===== config.mk =====
export PLATFORM = sky130hd
export DESIGN_NAME = vrp_div_cell
export DESIGN_NICKNAME = d
export VERILOG_FILES = /design/src/design/vrp_pkg.sv /design/src/design/vrp_div_cell.sv
export SDC_FILE = /design/constraint.sdc
export NUM_CORES = 1
export LEC_CHECK = 0
export ABC_AREA = 1
export BUFFER_PORTS_ARGS = -buffer_cell sky130_fd_sc_hd__buf_2
export CAP_MARGIN = 20
export CORE_MARGIN = 2
export CORE_UTILIZATION = 33
export DETAILED_ROUTE_END_ITERATION = 8
export GPL_TIMING_DRIVEN = 1
export PLACE_DENSITY = 0.55
export SLEW_MARGIN = 20
export SYNTH_ARGS = -nofsm -noshare
export SYNTH_HDL_FRONTEND = slang
export SYNTH_SLANG_ARGS = --single-unit

===== constraint.sdc =====
create_clock -name clock -period 32.8 [get_ports clock]
set_input_delay 6.56 -clock clock [delete_from_list [all_inputs] [get_ports clock]]
set_output_delay 6.56 -clock clock [all_outputs]
set_load 0.03 [all_outputs]

===== src/design/vrp_pkg.sv =====
// shared types, constants and helpers for the vertex rotate/project block
`default_nettype none
package vrp_pkg;

   localparam int VERT_W   = 16;
   localparam int ROT_W    = 22;   // row sum >>> 12
   localparam int TRN_W    = 33;   // rotated value plus translation
   localparam int MUL_W    = 50;   // projection distance times translated value
   localparam int DIV_BITS = 49;   // quotient bits, one per divider cell
   localparam int DVSR_W   = 32;
   localparam int REM_W    = 33;
   localparam int FIN_W    = 51;   // signed quotient plus screen offset

   localparam logic [47:0] ROW0_RST = 48'h0000_0000_1000;
   localparam logic [47:0] ROW1_RST = 48'h0000_1000_0000;
   localparam logic [47:0] ROW2_RST = 48'h1000_0000_0000;

   typedef enum logic [2:0] {
      CSR_ROW0       = 3'd0,
      CSR_ROW1       = 3'd1,
      CSR_ROW2       = 3'd2,
      CSR_TRANS_X    = 3'd3,
      CSR_TRANS_Y    = 3'd4,
      CSR_TRANS_Z    = 3'd5,
      CSR_PROJ_DIST  = 3'd6,
      CSR_SCREEN_OFS = 3'd7
   } vrp_csr_index_type;

   typedef enum logic {
      CMD_ROTATE  = 1'b0,
      CMD_PROJECT = 1'b1
   } vrp_cmd_type;

   typedef struct packed {
      logic [47:0] row0;
      logic [47:0] row1;
      logic [47:0] row2;
      logic [31:0] trans_x;
      logic [31:0] trans_y;
      logic [31:0] trans_z;
      logic [15:0] proj_dist;
   } vrp_cfg_type;

   // one divider slot: both lanes plus everything the output stage needs
   typedef struct packed {
      logic                 valid;
      logic                 cmd;
      logic                 pos;
      logic                 neg_x;
      logic                 neg_y;
      logic [15:0]          rot_x;
      logic [15:0]          rot_y;
      logic [31:0]          depth;
      logic [DVSR_W-1:0]    dvsr;
      logic [REM_W-1:0]     rem_x;
      logic [REM_W-1:0]     rem_y;
      logic [DIV_BITS-1:0]  num_x;
      logic [DIV_BITS-1:0]  num_y;
   } vrp_div_type;

   function automatic logic [15:0] sat16(input logic signed [FIN_W-1:0] v);
      logic [15:0] r;
      if (v > $signed(51'sd32767)) begin
         r = 16'h7fff;
      end else if (v < -$signed(51'sd32768)) begin
         r = 16'h8000;
      end else begin
         r = v[15:0];
      end
      return r;
   endfunction

   function automatic logic [31:0] sat32(input logic signed [TRN_W-1:0] v);
      logic [31:0] r;
      if (v[32] != v[31]) begin
         r = v[32] ? 32'h8000_0000 : 32'h7fff_ffff;
      end else begin
         r = v[31:0];
      end
      return r;
   endfunction

endpackage
`default_nettype wire


===== src/design/vrp_div_cell.sv =====
// one restoring-divide cell: one quotient bit per lane, handed to the next cell
`default_nettype none
module vrp_div_cell (
   input  wire logic                clock,
   input  wire logic                reset,
   input  wire logic                adv,
   input  wire vrp_pkg::vrp_div_type cell_in,
   output vrp_pkg::vrp_div_type     cell_out
);
   import vrp_pkg::*;

   vrp_div_type      cell_in_nx, cell_ff;
   logic [REM_W-1:0] sh_x, sh_y;
   logic [REM_W:0]   df_x, df_y;

   always_comb begin
      cell_in_nx = cell_in;
      sh_x = {cell_in.rem_x[REM_W-2:0], cell_in.num_x[DIV_BITS-1]};
      sh_y = {cell_in.rem_y[REM_W-2:0], cell_in.num_y[DIV_BITS-1]};
      df_x = {1'b0, sh_x} - {2'b0, cell_in.dvsr};
      df_y = {1'b0, sh_y} - {2'b0, cell_in.dvsr};
      cell_in_nx.rem_x = df_x[REM_W] ? sh_x : df_x[REM_W-1:0];
      cell_in_nx.rem_y = df_y[REM_W] ? sh_y : df_y[REM_W-1:0];
      cell_in_nx.num_x = {cell_in.num_x[DIV_BITS-2:0], !df_x[REM_W]};
      cell_in_nx.num_y = {cell_in.num_y[DIV_BITS-2:0], !df_y[REM_W]};
   end

   always_ff @(posedge clock) begin
      if (reset) begin
         cell_ff.valid <= 1'b0;
      end else if (adv) begin
         cell_ff <= cell_in_nx;
      end
   end

   assign cell_out = cell_ff;

endmodule
`default_nettype wire


* Yosys cells after proc, flatten, opt, wreduce, memory -nomap -nowiden
Index checks and enable logic that the tools add are counted.
Word-level totals: memories 0, output and inout port bits 265, input bits 268, bits in writable memories 0, logic and storage cells 21, flip-flop bits (word level) 265, memory bits (read-only) 0, latch bits 0
Operators by class: $lt $le $gt $ge 0, add/sub/neg operators 2, equal/unequal tests 0, reduce and logical (&&, ||, !) cells 3, muxes and demuxes 2, $mul 0, shift-type cells 0, divide/modulo/power cells 0, bitwise logic cells 1
Operator list (count):
- subtractor 33 x 32 -> 34 bit | 2
- 2-to-1 mux 33 bit | 2
- logical NOT 1 bit | 2
- AND reduction 2 bit | 1
- NOT 1 bit | 1

* Depth between registers and ports, before layout
word-level depth 2, depth in mapped cells 16, gate-level depth less buffers 16

* Least setup slack after synthesis
No wires, ideal clock.
path type input to register, from in adv, to reg cell_ff, in the netlist cell_out[0] (enable), buffers on the path 0, required time 31897 ps, slack 14218 ps, arrival time 17679 ps, stages 2, library setup time 903 ps, cell sequence inv_1 nor2_1
On the way: longest elaborated chain between the ends 1
Ends and longest elaborated chain:
- start, declared | line vrp_div_cell.sv:6 | input wire logic adv,
- AND reduction 2 bit (no source line)
- end signal, assigned | line vrp_div_cell.sv:32 | cell_ff <= cell_in_nx;
- end, declared | line vrp_div_cell.sv:12 | vrp_div_type cell_in_nx, cell_ff;
No other way between the ends. A chain may end at the register's enable or synchronous reset.

==> impl_metrics.env <==
export IMPL_outcome="finished clean"
export IMPL_cts_sinks=265
export IMPL_synth_yosys_seq_area_share_pct=55.4
export IMPL_post_cts_resized=0
export IMPL_portBuffers=530
export IMPL_drive_gt1_share_pct=29.5
export IMPL_gp_congestion=1.00
export IMPL_core_area_um2=43000
export IMPL_regToRegSetupSlack_ns=32.24
export IMPL_finalCriticalPeriod_ns=8.55
export IMPL_path_max_fanout=35
export IMPL_holdCritPathClass="flip-flop to flip-flop"
export IMPL_arrival_ns=8.86
export IMPL_finalSetupViolCount=0
export IMPL_synth_mux_area_share_pct=0
export IMPL_synth_adder_area_share_pct=5.86
export IMPL_ant_nets=0
export IMPL_skew_ns=0
export IMPL_power_frac_comb_pct=23.9
export IMPL_vias=12700
export IMPL_die_w_um=212
export IMPL_die_area_um2=45100
export IMPL_grt_max_degree=157
export IMPL_relSlewSlack_pct=40.2
export IMPL_ys_warn_count=0
export IMPL_power_frac_seq_pct=42.8
export IMPL_fp_row_count=76
export IMPL_power_mw=0.963
export IMPL_post_route_period_util_pct=26.1
export IMPL_areaGrowthSynthToFinish_pct=29.3
export IMPL_synth_top_family_by_area="simple AND/OR/NAND/NOR gates"
export IMPL_max_freq_ghz=0.117
export IMPL_vias_per_cell=4.67
export IMPL_dp_hpwl_um=45800
export IMPL_power_switching_mw=0.311
export IMPL_place_worst_setup_slack_ns=23.67
export IMPL_criticalPathCategory="primary input to flip-flop"
export IMPL_synthDistinctLibCells=31
export IMPL_dr_pass1_iters=7
export IMPL_initial_core_util_pct=33.4
export IMPL_synth_xor_area_share_pct=1.83
export IMPL_syn_inst=1568
export IMPL_cts_hold_buf=0
export IMPL_synthesis_area_um2=14300
export IMPL_cts_tree="done"
export IMPL_clkSlewWorstSetupHoldPaths_ns=0.06
export IMPL_clk_latency_ns=0.57
export IMPL_end_kind="flip-flop"
export IMPL_power_leakage_nw=9.29
export IMPL_final_nets=2450
export IMPL_postSynthAreaPerCell_um2=9.14
export IMPL_hold_viol=0
export IMPL_cts_setup_buffers=0
export IMPL_layout_setup_ws_ns=24.25
export IMPL_rsz0062_at_grt="no"
export IMPL_drc=0
export IMPL_switching_share_pct=32.4
export IMPL_crit_path_start_kind="primary input"
export IMPL_cts_root_buf="clkbuf_16"
export IMPL_cts_buffer_depth=3
export IMPL_num_io_pins=533
export IMPL_maxSlewViolCount=0
export IMPL_synthSimpleGateAreaFrac_pct=26.8
export IMPL_final_common_cell="nand2_1"
export IMPL_p_int_mw=0.651
export IMPL_synth_compound_area_share_pct=1.83
export IMPL_wl_um=56300
export IMPL_tns_ns=0
export IMPL_final_cell_mix="nand2_1 (562), buf_2 (530), inv_1 (271)"
export IMPL_cts_buffers=31
export IMPL_die_h_um=212
export IMPL_ys_flop_type="edfxtp_1"
export IMPL_h_tree_depth=1
export IMPL_tightest_slew_ns=0.898
export IMPL_worstPathRequired_ns=33.11
export IMPL_largest_register_ffs=265
export IMPL_overflow=0
export IMPL_antenna_found_initial=27
export IMPL_detailed_place_area_um2=17600
export IMPL_synth_async_reset_ratio_pct=0
export IMPL_wl_per_cell_um=20.6
export IMPL_first_iter_violations=929
export IMPL_max_vdd_ir_drop_mv=0.0386
export IMPL_drv_cap=0
export IMPL_syn_nets=1902
export IMPL_stdcell_area_um2=18500
export IMPL_grt_first_pass_wirelength_um=78400
export IMPL_power_density_nw_per_um2=51.9
export IMPL_grt_pass1_vias=12400
export IMPL_synth_edf_count=264
export IMPL_p_clk_share_pct=33.4
export IMPL_ys_ff_latch=265
export IMPL_grt_usage_pct=23.9
==> cell usage after synthesis (4+ instances only) <==
library cell  instances  area share [%]
nand2_1             562              15
inv_1               271             7.1
edfxtp_1            264              55
nand3_1             122             4.3
nor2_1               75             2.0
ha_1                 64             5.6
a21oi_1              38             1.3
xor2_1               30             1.8
nand3_2              26             1.8
and2_1               20            0.87
nand4_1              14            0.61
nand3b_1             12            0.63
buf_2                11            0.38
nor2_2                8            0.35
nor3_1                8            0.28
nand2_2               6            0.26
o21bai_1              6            0.31
inv_2                 5            0.13
buf_6                 4            0.31
==> final timing paths <==
path	start	endpoint	depth (start not counted)
worst max-delay path	cell_in[183]	cell_out[151]$_DFFE_PP_	13
worst max register to register	cell_out[264]$_SDFFE_PP0P_	cell_out[264]$_SDFFE_PP0P_	2
worst min register to register	cell_out[264]$_SDFFE_PP0P_	cell_out[264]$_SDFFE_PP0P_	2
worst min-delay path	cell_out[264]$_SDFFE_PP0P_	cell_out[264]$_SDFFE_PP0P_	2
==> logic make-up (layout without fill, tap and decap cells) <==
kind of cell	count (synthesis)	in the layout
simple gates	865	865
buf+inv	294	864
flops	265	265
fa+ha+maj	66	66
compound gates	48	48
xor+xnor	30	30
other cells	0	5
==> per-layer routing <==
layer	wire length (um)	part of all wire [%]	up-vias	global-route usage [%]
met3	4860	8.6	94	7.40
met4	1170	2.1	38	5.86
met1	22500	40	5984	28.5
met2	27500	49	461	41.8
met5	244	0.43	-	0
li1	-	-	6169	-
==> critical path, cell delays in order <==
cell	delay, ns
buf_2	0.11
inv_1	0.14
ha_1	0.32
nand2_1	0.14
inv_1	0.07
nand2_1	0.07
nand3_1	0.11
a21oi_2	0.22
nor2_2	0.09
nor2_8	0.42
nand2_8	0.31
nand3_2	0.16
nand2_1	0.10
==> through the flow <==
step           instances  hold WS (ns)  utilization, %
2_1_floorplan       1568         0.579               -
3_3_place_gp        2668         0.445            41.0
3_5_place_dp        2668         0.460            41.0
4_1_cts             2723         0.469            43.1
5_1_grt             2725         0.486            43.1
6_report            2728         0.461            43.1
==> power by group through the flow <==
stage                     clock network (mW)  logic, mW  registers [mW]
after global routing                   0.342      0.250           0.414
after floorplan                            0     0.0968           0.477
after detailed placement                   0      0.229           0.418
final                                  0.321      0.230           0.412
after CTS                              0.330      0.231           0.412
after global placement                     0      0.229           0.418
==> area by class of cell <==
type	count	area [um2]
tap	585	732
timing repair buffer	533	2690
clock inverter	19	121
sequential	265	7950
inverter	276	1040
fill	4387	24400
clock buffer	36	795
multi-input combinational	1009	5210
antenna	5	12.5
No activity file was read; power rests on OpenSTA's default activity.
